==> src/hw/rtl/lwws_pkg.sv <==
// ----------------------------------------------------------------------------
// lwws_pkg
// Shared types and constants for the lcd window write sequencer.
// ----------------------------------------------------------------------------
package lwws_pkg;

    // controller opcode bases
    localparam logic [7:0] CMD_COL_HI = 8'h10;
    localparam logic [7:0] CMD_COL_LO = 8'h00;
    localparam logic [7:0] CMD_PAGE   = 8'hB0;

    localparam int JOB_DEPTH_DEF = 2;

    // reset values of the window registers
    localparam logic [3:0] LAST_PAGE_RST = 4'h7;

    typedef enum logic {
        OP_SET_POS    = 1'b0,
        OP_WRITE_DATA = 1'b1
    } t_op;

    typedef enum logic [2:0] {
        REG_VERTICAL_MODE = 3'd0,
        REG_FIRST_COLUMN  = 3'd1,
        REG_LAST_COLUMN   = 3'd2,
        REG_FIRST_PAGE    = 3'd3,
        REG_LAST_PAGE     = 3'd4,
        REG_COLUMN_OFFSET = 3'd5
    } t_reg_idx;

    // one classified request, waiting to be serialized
    typedef struct packed {
        logic       has_data;
        logic       has_addr;
        logic [7:0] data;
        logic [7:0] col_addr;   // column with offset applied
        logic [3:0] page;
        logic       last;
    } t_job;

endpackage

==> src/hw/rtl/lwws_front.sv <==
// ----------------------------------------------------------------------------
// lwws_front
// Holds the window registers and the write position, and turns each request
// into a job: an optional data byte and an optional address reload.
// ----------------------------------------------------------------------------
module lwws_front
    import lwws_pkg::*;
(
    input  logic       i_clk,
    input  logic       i_rst_n,
    input  logic       i_cfg_valid,
    input  logic [2:0] i_cfg_index,
    input  logic [7:0] i_cfg_data,
    input  logic       i_take,
    input  logic       i_op,
    input  logic [3:0] i_row,
    input  logic [7:0] i_column,
    input  logic [7:0] i_data_byte,
    input  logic       i_last_in_burst,
    output t_job       o_job
);

    logic       r_vertical;
    logic [7:0] r_first_col;
    logic [7:0] r_last_col;
    logic [3:0] r_first_page;
    logic [3:0] r_last_page;
    logic [7:0] r_col_offset;
    logic [7:0] r_col;
    logic [3:0] r_page;

    logic [7:0] n_col;
    logic [3:0] n_page;
    logic       col_wrap;
    logic       page_wrap;
    logic [7:0] col_step;
    logic [3:0] page_step;
    logic       has_addr;

    always_comb begin
        col_wrap  = (r_col >= r_last_col);
        col_step  = col_wrap ? r_first_col : r_col + 8'd1;
        page_wrap = (r_page >= r_last_page);
        page_step = page_wrap ? r_first_page : r_page + 4'd1;

        if (t_op'(i_op) == OP_SET_POS) begin
            n_col    = i_column;
            n_page   = i_row;
            has_addr = 1'b1;
        end else if (r_vertical) begin
            n_page   = page_step;
            n_col    = page_wrap ? col_step : r_col;
            has_addr = 1'b1;
        end else begin
            n_col    = col_step;
            n_page   = col_wrap ? page_step : r_page;
            // address reload only on a row wrap
            has_addr = col_wrap;
        end

        o_job.has_data = (t_op'(i_op) == OP_WRITE_DATA);
        o_job.has_addr = has_addr;
        o_job.data     = i_data_byte;
        o_job.col_addr = n_col + r_col_offset;
        o_job.page     = n_page;
        o_job.last     = i_last_in_burst;
    end

    always_ff @(posedge i_clk) begin
        if (!i_rst_n) begin
            r_vertical   <= 1'b0;
            r_first_col  <= 8'd0;
            r_last_col   <= 8'd0;
            r_first_page <= 4'd0;
            r_last_page  <= LAST_PAGE_RST;
            r_col_offset <= 8'd0;
            r_col        <= 8'd0;
            r_page       <= 4'd0;
        end else begin
            if (i_cfg_valid) begin
                case (t_reg_idx'(i_cfg_index))
                    REG_VERTICAL_MODE: r_vertical   <= i_cfg_data[0];
                    REG_FIRST_COLUMN:  r_first_col  <= i_cfg_data;
                    REG_LAST_COLUMN:   r_last_col   <= i_cfg_data;
                    REG_FIRST_PAGE:    r_first_page <= i_cfg_data[3:0];
                    REG_LAST_PAGE:     r_last_page  <= i_cfg_data[3:0];
                    REG_COLUMN_OFFSET: r_col_offset <= i_cfg_data;
                    default: ;
                endcase
            end
            if (i_take) begin
                r_col  <= n_col;
                r_page <= n_page;
            end
        end
    end

endmodule

==> src/hw/rtl/lwws_fifo.sv <==
// ----------------------------------------------------------------------------
// lwws_fifo
// Short job queue between the front and the serializer.
// ----------------------------------------------------------------------------
module lwws_fifo
    import lwws_pkg::*;
#(
    parameter int DEPTH = JOB_DEPTH_DEF
) (
    input  logic i_clk,
    input  logic i_rst_n,
    input  logic i_push,
    input  t_job i_job,
    output logic o_full,
    input  logic i_pop,
    output t_job o_job,
    output logic o_empty
);

    localparam int AW = (DEPTH > 1) ? $clog2(DEPTH) : 1;
    localparam int CW = $clog2(DEPTH + 1);
    localparam logic [AW-1:0] LAST_PTR = AW'(DEPTH - 1);
    localparam logic [CW-1:0] FULL_CNT = CW'(DEPTH);

    t_job          r_mem [DEPTH];
    logic [AW-1:0] r_wr_ptr;
    logic [AW-1:0] r_rd_ptr;
    logic [CW-1:0] r_count;

    logic do_push;
    logic do_pop;

    assign o_full  = (r_count == FULL_CNT);
    assign o_empty = (r_count == '0);
    assign do_push = i_push && !o_full;
    assign do_pop  = i_pop && !o_empty;
    assign o_job   = r_mem[r_rd_ptr];

    always_ff @(posedge i_clk) begin
        if (!i_rst_n) begin
            r_wr_ptr <= '0;
            r_rd_ptr <= '0;
            r_count  <= '0;
        end else begin
            if (do_push) begin
                r_wr_ptr <= (r_wr_ptr == LAST_PTR) ? '0 : r_wr_ptr + AW'(1);
            end
            if (do_pop) begin
                r_rd_ptr <= (r_rd_ptr == LAST_PTR) ? '0 : r_rd_ptr + AW'(1);
            end
            if (do_push && !do_pop) begin
                r_count <= r_count + CW'(1);
            end else if (do_pop && !do_push) begin
                r_count <= r_count - CW'(1);
            end
        end
    end

    always_ff @(posedge i_clk) begin
        if (do_push) begin
            r_mem[r_wr_ptr] <= i_job;
        end
    end

endmodule

==> src/hw/rtl/lwws_back.sv <==
// ----------------------------------------------------------------------------
// lwws_back
// Serializes the queued job into controller bytes, one per cycle while the
// output register, read like a queue head, is empty or popped.
// ----------------------------------------------------------------------------
module lwws_back
    import lwws_pkg::*;
(
    input  logic       i_clk,
    input  logic       i_rst_n,
    input  t_job       i_job,
    input  logic       i_job_empty,
    output logic       o_job_pop,
    output logic       o_empty,
    input  logic       i_pop,
    output logic [7:0] o_out_byte,
    output logic       o_is_command,
    output logic       o_last_of_item,
    output logic       o_burst_end
);

    typedef enum logic [1:0] {
        S_DATA   = 2'd0,
        S_COL_HI = 2'd1,
        S_COL_LO = 2'd2,
        S_PAGE   = 2'd3
    } t_step;

    t_step      r_step;
    logic       r_first;      // next byte is the first of the head job
    logic       r_out_valid;
    logic [7:0] r_byte;
    logic       r_cmd;
    logic       r_last;
    logic       r_burst;

    t_step      cur;
    t_step      nxt;
    logic       adv;
    logic       fire;
    logic       final_step;
    logic [7:0] byte_val;
    logic       cmd_val;

    always_comb begin
        if (r_first) begin
            cur = i_job.has_data ? S_DATA : S_COL_HI;
        end else begin
            cur = r_step;
        end

        final_step = (cur == S_PAGE) || ((cur == S_DATA) && !i_job.has_addr);

        case (cur)
            S_DATA: begin
                byte_val = i_job.data;
                cmd_val  = 1'b0;
                nxt      = S_COL_HI;
            end
            S_COL_HI: begin
                byte_val = CMD_COL_HI | {4'h0, i_job.col_addr[7:4]};
                cmd_val  = 1'b1;
                nxt      = S_COL_LO;
            end
            S_COL_LO: begin
                byte_val = CMD_COL_LO | {4'h0, i_job.col_addr[3:0]};
                cmd_val  = 1'b1;
                nxt      = S_PAGE;
            end
            S_PAGE: begin
                byte_val = CMD_PAGE | {4'h0, i_job.page};
                cmd_val  = 1'b1;
                nxt      = S_DATA;
            end
            default: begin
                byte_val = i_job.data;
                cmd_val  = 1'b0;
                nxt      = S_DATA;
            end
        endcase
    end

    assign adv       = !r_out_valid || i_pop;
    assign fire      = adv && !i_job_empty;
    assign o_job_pop = fire && final_step;

    always_ff @(posedge i_clk) begin
        if (!i_rst_n) begin
            r_step      <= S_DATA;
            r_first     <= 1'b1;
            r_out_valid <= 1'b0;
        end else begin
            if (adv) begin
                r_out_valid <= !i_job_empty;
            end
            if (fire) begin
                r_first <= final_step;
                r_step  <= nxt;
            end
        end
    end

    always_ff @(posedge i_clk) begin
        if (fire) begin
            r_byte  <= byte_val;
            r_cmd   <= cmd_val;
            r_last  <= final_step;
            r_burst <= final_step && i_job.last;
        end
    end

    assign o_empty        = !r_out_valid;
    assign o_out_byte     = r_byte;
    assign o_is_command   = r_cmd;
    assign o_last_of_item = r_last;
    assign o_burst_end    = r_burst;

endmodule

==> src/hw/rtl/lcd_window_write_sequencer.sv <==
// ----------------------------------------------------------------------------
// lcd_window_write_sequencer
// Window write sequencer for a page-organized lcd controller.
// ----------------------------------------------------------------------------
// A request either sets the write position or carries one display byte. The
// front classifies each request in the cycle it is taken, updates the
// position and queues a job; the serializer then emits one controller byte
// per cycle from the queue head while the output is empty or popped. A
// set-position request yields three command bytes, a data request one byte
// plus three address commands in vertical mode or on a row wrap, so a request
// yields one, three or four output bytes; sustained intake is bounded by the
// single-byte-per-cycle serializer. Requests are taken back to back until the
// job queue (JOB_DEPTH entries) fills. Config writes are always ready and
// should be made while the block is idle.
module lcd_window_write_sequencer
    import lwws_pkg::*;
#(
    parameter int JOB_DEPTH = JOB_DEPTH_DEF
) (
    input  logic       i_clk,
    input  logic       i_rst_n,
    input  logic       i_cfg_valid,
    output logic       o_cfg_ready,
    input  logic [2:0] i_cfg_index,
    input  logic [7:0] i_cfg_data,
    input  logic       push,
    output logic       full,
    input  logic       i_op,
    input  logic [3:0] i_row,
    input  logic [7:0] i_column,
    input  logic [7:0] i_data_byte,
    input  logic       i_last_in_burst,
    output logic       empty,
    input  logic       pop,
    output logic [7:0] o_out_byte,
    output logic       o_is_command,
    output logic       o_last_of_item,
    output logic       o_burst_end
);

    t_job front_job;
    t_job head_job;
    logic take;
    logic job_empty;
    logic job_pop;

    assign o_cfg_ready = 1'b1;
    assign take        = push && !full;

    lwws_front u_front (
        .i_clk          (i_clk),
        .i_rst_n        (i_rst_n),
        .i_cfg_valid    (i_cfg_valid),
        .i_cfg_index    (i_cfg_index),
        .i_cfg_data     (i_cfg_data),
        .i_take         (take),
        .i_op           (i_op),
        .i_row          (i_row),
        .i_column       (i_column),
        .i_data_byte    (i_data_byte),
        .i_last_in_burst(i_last_in_burst),
        .o_job          (front_job)
    );

    lwws_fifo #(
        .DEPTH(JOB_DEPTH)
    ) u_fifo (
        .i_clk  (i_clk),
        .i_rst_n(i_rst_n),
        .i_push (take),
        .i_job  (front_job),
        .o_full (full),
        .i_pop  (job_pop),
        .o_job  (head_job),
        .o_empty(job_empty)
    );

    lwws_back u_back (
        .i_clk         (i_clk),
        .i_rst_n       (i_rst_n),
        .i_job         (head_job),
        .i_job_empty   (job_empty),
        .o_job_pop     (job_pop),
        .o_empty       (empty),
        .i_pop         (pop),
        .o_out_byte    (o_out_byte),
        .o_is_command  (o_is_command),
        .o_last_of_item(o_last_of_item),
        .o_burst_end   (o_burst_end)
    );

endmodule

==> config.mk <==
export PLATFORM = sky130hd
export DESIGN_NAME = lcd_window_write_sequencer
export DESIGN_NICKNAME = d
export VERILOG_FILES = /design/src/hw/rtl/lwws_pkg.sv /design/src/hw/rtl/lwws_front.sv /design/src/hw/rtl/lwws_fifo.sv /design/src/hw/rtl/lwws_back.sv /design/src/hw/rtl/lcd_window_write_sequencer.sv
export SDC_FILE = /design/constraint.sdc
export NUM_CORES = 1
export LEC_CHECK = 0
export BUFFER_PORTS_ARGS = -buffer_cell sky130_fd_sc_hd__buf_2
export CAP_MARGIN = 25
export CORE_MARGIN = 2
export CORE_UTILIZATION = 40
export DETAILED_ROUTE_END_ITERATION = 12
export SYNTH_ARGS = -nofsm -noshare
export SYNTH_HDL_FRONTEND = slang
export SYNTH_HIERARCHICAL = 1
export SYNTH_SLANG_ARGS = --single-unit
==> constraint.sdc <==
create_clock -name i_clk -period 10.2 [get_ports i_clk]
set_clock_uncertainty 0.2 [all_clocks]
set_input_delay 0.51 -clock i_clk [delete_from_list [all_inputs] [get_ports i_clk]]
set_output_delay 0.51 -clock i_clk [all_outputs]
set_load 0.01 [all_outputs]
### After elaboration in Yosys (flattened, before gate mapping)

Memory sizes are Yosys's and may differ from the RTL's. A register that Yosys moved wholly into a read port is not among the register bits.
Index checks and enable logic that the tools add are counted.

| word-level totals | value |
|---|---|
| bits in registers | 64 |
| latch bits | 0 |
| RAM bits | 46 |
| memory bits (read-only) | 0 |
| bits of input ports | 38 |
| output and inout port bits | 14 |
| logic and storage cells | 88 |
| memories kept | 1 |

Memory list:

| memory | words | width | read ports | clocked after Yosys merged registers in | wr ports | line | text |
|---|---|---|---|---|---|---|---|
| u_fifo.r_mem | 2 | 23 | 1 | 1 | 1 | lwws_fifo.sv:25 | `t_job r_mem [DEPTH];` |

| operators by class | value |
|---|---|
| $add $sub $neg | 7 |
| $mul | 0 |
| div/mod/pow operators | 0 |
| $lt $le $gt $ge | 2 |
| equality and inequality tests | 9 |
| shifts and indexed selects | 0 |
| mux-type cells | 23 |
| bitwise logic cells | 0 |
| reduce and logical (&&, ||, !) cells | 28 |

Operators by type and width:

| operator | count |
|---|---|
| 8-bit two-way mux | 4 |
| 8-bit case mux with 4 select lines | 1 |
| 4-bit two-way mux | 4 |
| 2-bit AND reduction | 6 |
| 1-bit logical AND | 9 |
| 1-bit two-way mux | 9 |
| 8-bit by 1-bit adder with 8-bit output, second input constant | 1 |
| 8-bit adder | 1 |
| 8-bit >= comparator | 1 |
| 2-bit case mux with 4 select lines | 1 |
| 2-bit equality test, second input constant | 3 |
| 3-bit by 2-bit equality test with 1-bit output, second input constant | 2 |
| 3-bit equality test, second input constant | 2 |
| 1-bit logical NOT | 6 |
| 2-bit two-way mux | 3 |
| 4-bit by 1-bit adder with 4-bit output, second input constant | 1 |
| 4-bit >= comparator | 1 |
| 2-bit logical NOT | 2 |
| 3-bit by 1-bit equality test with 1-bit output, second input constant | 1 |
| 3-bit logical NOT | 1 |
| 3-bit OR reduction | 1 |
| 1-bit adder, second input constant | 2 |
| 2-bit by 1-bit adder with 2-bit output, second input constant | 1 |
| 2-bit by 1-bit equality test with 1-bit output, second input constant | 1 |
| other kinds (4) | 5 |

### Longest topological paths before layout

Gate-level depths: netlist of run 1.

| logic depth | value |
|---|---|
| depth in word-level cells | 10 |
| gate-level depth with buffers | 16 |
| depth with buffers taken out | 15 |

### Modules after synthesis

Netlist of run 1, hierarchy kept.

By module, submodules not included:

| module | times used | cells an instance | area each (sq um) | seq. area each (sq um) |
|---|---|---|---|---|
| lwws_front | 1 | 380 | 3002.9 | 900.9 |
| lwws_fifo | 1 | 96 | 1884.3 | 1481.4 |
| lwws_back | 1 | 67 | 759.5 | 410.4 |
| lcd_window_write_sequencer | 1 | 3 | 25.0 | 0.0 |

### Least setup slack after synthesis of run 1

Ideal clock, no wire load.

| timing path | value |
|---|---|
| path kind | reg2reg |
| start point | register u_front.r_col[2] |
| end point | memory u_fifo/r_mem[0][12] (netlist name), data pin |
| library setup time | 0.271 ns |
| arrival time | 3.429 ns |
| data required time | 9.729 ns |
| path slack | 6.300 ns |
| stages on the path, launching flop included | 15 |
| buffers on the path | 1 |
| clock period less this slack | 3.900 ns |
| cells stage by stage | dfxtp_1 -> ha_1 -> or4_1 -> a21oi_1 -> o31a_1 -> buf_4 -> mux2i_1 -> a211oi_1 -> a21o_1 -> ha_1 -> a21o_1 -> a21oi_1 -> o21ai_0 -> o41ai_1 -> xnor3_1 |

RTL lines:

| element | line | text |
|---|---|---|
| start: declaration | lwws_front.sv:29 | `logic [7:0] r_col;` |
| start signal: assignment | lwws_front.sv:92 | `r_col <= n_col;` |
| end: declaration | lwws_fifo.sv:25 |  |

==> results by group, run 1 <==
Run status
  – Status: completed

Floorplanning
  – Chip height: 123 um
  – Die area: 15100 um2
  – I/O pin count: 52
  – Starting Density: 40.9%
  – Core area: 13900 um2
  – Std cell rows: 43
  – Die X: 123 um

Power and ir drop
  – Worst vdd ir: 0.142 mV
  – Pleak: 0.00246 uW
  – Pwr per Cell Area: 229 nW/um2

Drt
  – DRC errors left: 0
  – WL final: 12.2 mm
  – Initial DRC count: 305
  – Post-route ant nets: 0
  – Via density per instance: 5.23
  – DR pass1 iterations: 5
  – Vias: 3990
  – Wire per inst: 16.0 um

Logic synthesis
  – Post-Syn Instances: 546
  – Async SR Flop Fraction: 0%
  – Syn. warnings: 6
  – Post-synthesis sequential area ratio: 49.2%
  – Synth top area share: 30.2%
  – Post-synth top area cell: edfxtp_1
  – Synth area leaders: edfxtp_1 30%, dfxtp_1 19%, ha_1 6.0%, mux2_2 5.6%, nand2_1 5.0%
  – Mean Syn Cell Area: 10.4 um2
  – Mapped Nets: 612
  – Mapped Area: 5670 um2
  – Ys flop type: edfxtp_1
  – Synth cell types: 62
  – Seq cells post-synth: 111
  – Post-synth EDFFs: 57

Timing
  – Final hold slack: 133 ps
  – Max Freq: 230 MHz
  – Period utilization: 42.6%
  – Max Slew Vio Count: 0
  – Final min period: 4350 ps
  – Max_slew headroom: 40.4%
  – Setup ws final: 5850 ps
  – Final hold viol count: 0
  – Unrepaired setup endpoints after global routing: no
  – Worst slew pin tran: 893 ps
  – Setup TNS: 0 ps
  – Endpoints failing setup: 0

Placement
  – Dpl hpwl: 8.97 mm
  – Gpl congestion: 0.791
  – Area post-placement: 6000 um2
  – IO Port Bufs: 50
  – Place WS: 5870 ps
  – Dpl cells: 746

Clock tree
  – Clock Tree Root: clkbuf_16
  – Clock tree from TritonCTS: done
  – Number of CTS-inserted buffers: 9
  – Hold-fix buffers, CTS: 0
  – # Post-CTS Setup Buffers: 0
  – H-Tree Depth: 3
  – Clock latency on the worst-skew pair: 360 ps
  – # resized after CTS: 0
  – Clock sink total: 111
  – Clock Path Buffers: 2
  – CTS clk-pin slew, worst paths: 80 ps

Cells and area
  – Fill cells: 1344
  – Final nets: 644
  – Non-filler cells, final: 763
  – Ant. Diodes: 0
  – Layout Area Growth over Synthesis: 10.9%
  – Layout cell share with drive strength beyond 1: 18.4%
  – Final Cell Area: 6290 um2

Setup path
  – FF-to-FF path depth: 13
  – Crit path DAT: 4240 ps
  – Critical path fanouts, max: 11
  – Type of origin of the critical path: flip-flop
  – Crit end category: flip-flop
  – Kind of critical path: flip-flop to flip-flop
  – Data required, critical path: 10090 ps

Global routing
  – Vias in the first global route: 3944
  – Pin count of the biggest net entering global routing: 58
  – First-pass GRT wire length: 19.4 mm
  – Tot GR Track Use: 17.0%
  – Initial antenna violation count: 0
  – Grt total ovfl: 0

Min path
  – Worst hold path class: primary input to flip-flop
  – Worst hold stages: 1

Flow run
  – Max-cap violations: 0
flip-flops by register name (all words and copies together) (netlist names), named ones only:
signal                 flops
u_fifo/r_mem              46
u_back/o_out_byte          8
u_front/r_col              8
u_front/r_col_offset       8
u_front/r_first_col        8
u_front/r_last_col         8
u_front/r_first_page       4
u_front/r_last_page        4
u_front/r_page             4
u_back/r_step              2
u_fifo/r_count             2
u_back/o_burst_end         1
u_back/o_is_command        1
u_back/o_last_of_item      1
u_back/r_first             1
u_back/r_out_valid         1
u_fifo/r_rd_ptr            1
u_fifo/r_wr_ptr            1
u_front/r_vertical         1
critical path, stage by stage (launching register included):
cell and delay [ps]:
dfxtp_1 470, ha_1 290, or3_1 340, a21oi_1 200
o31a_1 470, mux2i_1 290, a211oi_1 100, a21o_1 200
ha_1 270, a21o_1 150, a21oi_1 200, o21ai_0 150
o41ai_1 340, xnor3_1 400
cell usage in the layout, fill, tap and decap left out, types with 3 or more instances in the layout:
| master | synthesis | routed |
|---|---|---|
| o211ai_1 | 4 | 4 |
| ha_1 | 27 | 27 |
| o21ai_0 | 19 | 19 |
| nand2b_1 | 7 | 7 |
| nand3_1 | 9 | 9 |
| and3_1 | 5 | 5 |
| o22ai_1 | 3 | 3 |
| o21a_1 | 8 | 8 |
| buf_2 | 3 | 51 |
| inv_1 | 31 | 31 |
| a21oi_1 | 23 | 23 |
| and2_1 | 5 | 5 |
| xnor2_1 | 9 | 9 |
| mux2i_1 | 16 | 16 |
| nor2b_1 | 12 | 12 |
| a211oi_1 | 6 | 6 |
| nor3_1 | 6 | 6 |
| clkbuf_16 | 0 | 9 |
| dfxtp_1 | 54 | 54 |
| nor2_1 | 23 | 23 |
| xor2_1 | 3 | 3 |
| buf_4 | 13 | 4 |
| a222oi_1 | 5 | 5 |
| a21o_1 | 6 | 6 |
| mux2_2 | 28 | 28 |
| nand2_1 | 76 | 76 |
| a21boi_0 | 26 | 26 |
| a31oi_1 | 3 | 3 |
| edfxtp_1 | 57 | 57 |
area by class of cell:
cell class              count  area (um2)  area share [%]
inverters                  32         120            1.91
well taps                 180         225            3.58
clock inverters             6        55.1           0.875
repair buffers             55         285            4.53
multi-input cells         369        2580            41.1
clock buffers              10         229            3.64
flip-flops and latches    111        2790            44.4
synth_stat cells, drive strengths merged (3+ instances only):
cell type and n:
clkbuf 18, nor2 24, xor2 3, nand2 76, a211oi 6, nor3 7, nand3 9, o22ai 3
a21oi 23, o21a 8, nor2b 14, ha 27, and2 6, edfxtp 57, o21ai 21, a31oi 3
and3 5, a21o 6, mux2i 16, buf 16, a222oi 5, inv 32, xnor2 9, o211ai 4
dfxtp 54, a21boi 27, nand2b 7, mux2 28
metal layers:
metal	part of all wire, %	track usage, %	wire (um)	vias up
met5	0	0	0	-
met4	3.1	8.03	384	0
met3	4.7	3.92	578	25
met2	47	27.9	5740	92
met1	45	21.2	5500	1878
li1	-	-	-	1995
where the power goes:
part	total, uW	switching, uW	internal [uW]
Sequential	628	41.3	587
Combinational	476	273	203
Clock	337	167	170
Total	1440	482	959
kinds of logic after synthesis:
family,after synthesis,synth area share [%]
xor gates and xnor gates,13,2.25
other,1,0.0661
DFF,111,49.2
AOI/OAI and AO/OA,124,15.0
buffers and inverters,66,5.29
and+or+nand+nor,159,13.5
adders and majority gates,28,6.31
muxes,44,8.38
through the flow:
stage	total power [uW]	util, %
after detailed placement	1110	43.2
after floorplan	985	-
after global routing	1530	45.3
final	1440	45.3
after CTS	1460	45.3
after global placement	1100	43.2
worst paths after layout:
| path | from | end | slack (ps) |
|---|---|---|---|
| setup / recovery | u_front/r_col[2]$_SDFFE_PN0P_ | u_fifo/r_mem[1][12]$_DFFE_PP_ | 5850 |
| hold / removal | i_data_byte[6] | u_fifo/r_mem[1][19]$_DFFE_PP_ | 130 |
| setup reg to reg | u_front/r_col[2]$_SDFFE_PN0P_ | u_fifo/r_mem[1][12]$_DFFE_PP_ | 5850 |
| hold reg to reg | u_front/r_last_col[3]$_SDFFE_PN0P_ | u_front/r_last_col[3]$_SDFFE_PN0P_ | 270 |
(Power assumes the default switching activity.)
==> inputs of run 2 (changes only) <==
==> constraint.sdc (replaced) <==
create_clock -name i_clk -period 4.3 [get_ports i_clk]
set_clock_uncertainty 0.2 [all_clocks]
set_input_delay 0.215 -clock i_clk [delete_from_list [all_inputs] [get_ports i_clk]]
set_output_delay 0.215 -clock i_clk [all_outputs]
set_load 0.01 [all_outputs]
==> results by group, run 2 (same netlist as run 1, synthesis figures left out) <==
Run status
  – Status: completed

Setup path
  – R2R Setup Slk: 250 ps
  – Critical path fanouts, max: 8
  – Kind of critical path: flip-flop to flip-flop
  – Type of origin of the critical path: flip-flop
  – Crit end category: flip-flop
  – Crit path DAT: 3950 ps
  – Data required, critical path: 4190 ps

Drt
  – Via density per instance: 5.18
  – WL final: 12.6 mm
  – Post-route ant nets: 0
  – Wire per inst: 15.9 um
  – Vias: 4079
  – Initial DRC count: 410
  – DRC errors left: 0
  – DR pass1 iterations: 5

Floorplanning
  – Chip height: 123 um
  – Die area: 15100 um2
  – Core area: 13900 um2
  – Die X: 123 um
  – Starting Density: 40.9%
  – I/O pin count: 52
  – Std cell rows: 43

Timing
  – Unrepaired setup endpoints after global routing: no
  – Setup ws final: 245 ps
  – Max_slew headroom: 32.5%
  – Max Freq: 247 MHz
  – Period utilization: 94.3%
  – Endpoints failing setup: 0
  – Worst slew pin tran: 999 ps
  – Max Slew Vio Count: 0
  – Setup TNS: 0 ps
  – Final min period: 4050 ps
  – Final hold viol count: 0
  – Final hold slack: 11.7 ps

Cells and area
  – Biggest register: u_fifo/r_mem
  – Ant. Diodes: 0
  – Layout cell share with drive strength beyond 1: 18.4%
  – Final nets: 669
  – Commonest cells after routing, fill and taps aside: 76 x nand2_1, 57 x edfxtp_1, 54 x dfxtp_1
  – Commonest non-fill, non-tap cell in the layout: nand2_1
  – Layout Area Growth over Synthesis: 15.8%
  – Max reg flops: 46

Placement
  – IO Port Bufs: 50
  – Gpl congestion: 0.858
  – Place WS: 214 ps
  – Dpl hpwl: 9.05 mm

Flow run
  – Max-cap violations: 0

Global routing
  – Tot GR Track Use: 17.4%
  – Vias in the first global route: 3819
  – Initial antenna violation count: 0
  – Pin count of the biggest net entering global routing: 58
  – Grt total ovfl: 0
  – First-pass GRT wire length: 19.8 mm

Min path
  – Worst hold path class: primary input to flip-flop

Clock tree
  – Clock latency on the worst-skew pair: 360 ps
  – Clock sink total: 111
  – Clock tree from TritonCTS: done
  – Number of CTS-inserted buffers: 9
  – # Post-CTS Setup Buffers: 0
  – CTS clk-pin slew, worst paths: 80 ps
  – H-Tree Depth: 3
  – Clock Tree Root: clkbuf_16
  – Clock Path Buffers: 2

Power and ir drop
  – Sw power: 1170 uW
  – Switching share of power: 33.0%
  – Cell Int Power: 2370 uW
  – Pleak: 0.00258 uW
  – Share of power burned in registers: 42.0%
  – Worst vdd ir: 0.265 mV
  – Combinational Power Share: 33.4%
  – Pwr per Cell Area: 538 nW/um2
  – Clock power share: 24.6%
==> run 2: changes by cell type in the layout (fill, tap and decap cells not counted), sizes merged <==
cell and change:
buf +4, bufinv +1, clkbuf -1, clkinv -1, dlygate4sd3 +21, inv +1
==> run 2: power groups by stage <==
stage	clock, uW	combinational, uW	sequential, uW
finish	869	1180	1480
global route	936	1310	1510
CTS	899	1180	1480
detailed placement	0	1160	1510
global placement	0	1140	1500
floorplan	0	819	1520
==> run 2: per-layer routing <==
| layer | wire length (um) | track usage [%] | part of all wire (%) | vias up |
|---|---|---|---|---|
| li1 | - | - | - | 2050 |
| met1 | 5910 | 23.2 | 47 | 1905 |
| met2 | 5820 | 27.8 | 46 | 108 |
| met3 | 574 | 3.87 | 4.6 | 16 |
| met4 | 250 | 6.61 | 2.0 | 0 |
| met5 | 0 | 0 | 0 | - |
==> run 2: critical path: stages, from the launching register on <==
cell      delay, ps
dfxtp_1         400
ha_1            240
or4_1           460
a21oi_1         170
o31a_1          220
mux2i_1         260
a211oi_1        110
a21o_1          210
ha_1            280
a21o_1          160
a21oi_1         240
o21ai_0         180
o41ai_2         270
xnor3_1         380
==> run 2: what timing repair did <==
item / CTS / global route
hold buffers: 21 / 0
setup endpoints to repair: 0 / 2
gates resized for setup: 0 / 1
hold endpoints to repair: 47 / 0
==> run 2: path summary, 6_finish.rpt <==
path,startpoint,end,cells after the start
worst min register to register,u_front/r_last_col[3]$_SDFFE_PN0P_,u_front/r_last_col[3]$_SDFFE_PN0P_,2
worst max register to register,u_front/r_col[3]$_SDFFE_PN0P_,u_fifo/r_mem[1][12]$_DFFE_PP_,13
worst min-delay path,i_row[0],u_front/r_page[0]$_SDFFE_PN0P_,3
worst max-delay path,u_front/r_col[3]$_SDFFE_PN0P_,u_fifo/r_mem[1][12]$_DFFE_PP_,13
==> run 2: area by class of cell <==
class                   count  area [um2]
clock buffers               9         225
clock inverters             7        86.3
fillers                  1305        7310
inverters                  32         120
multi-input cells         369        2590
flip-flops and latches    111        2790
well taps                 180         225
repair buffers             80         528
==> run 2: stage by stage <==
| stage | instance area [um2] | std cells | power [uW] | utilization [%] |
|---|---|---|---|---|
| floorplan | 5670 | 546 | 2340 | - |
| global placement | 6040 | 751 | 2640 | 43.5 |
| detailed placement | 6040 | 751 | 2670 | 43.5 |
| CTS | 6560 | 788 | 3570 | 47.3 |
| global route | 6570 | 788 | 3750 | 47.3 |
| finish | 6570 | 788 | 3530 | 47.3 |
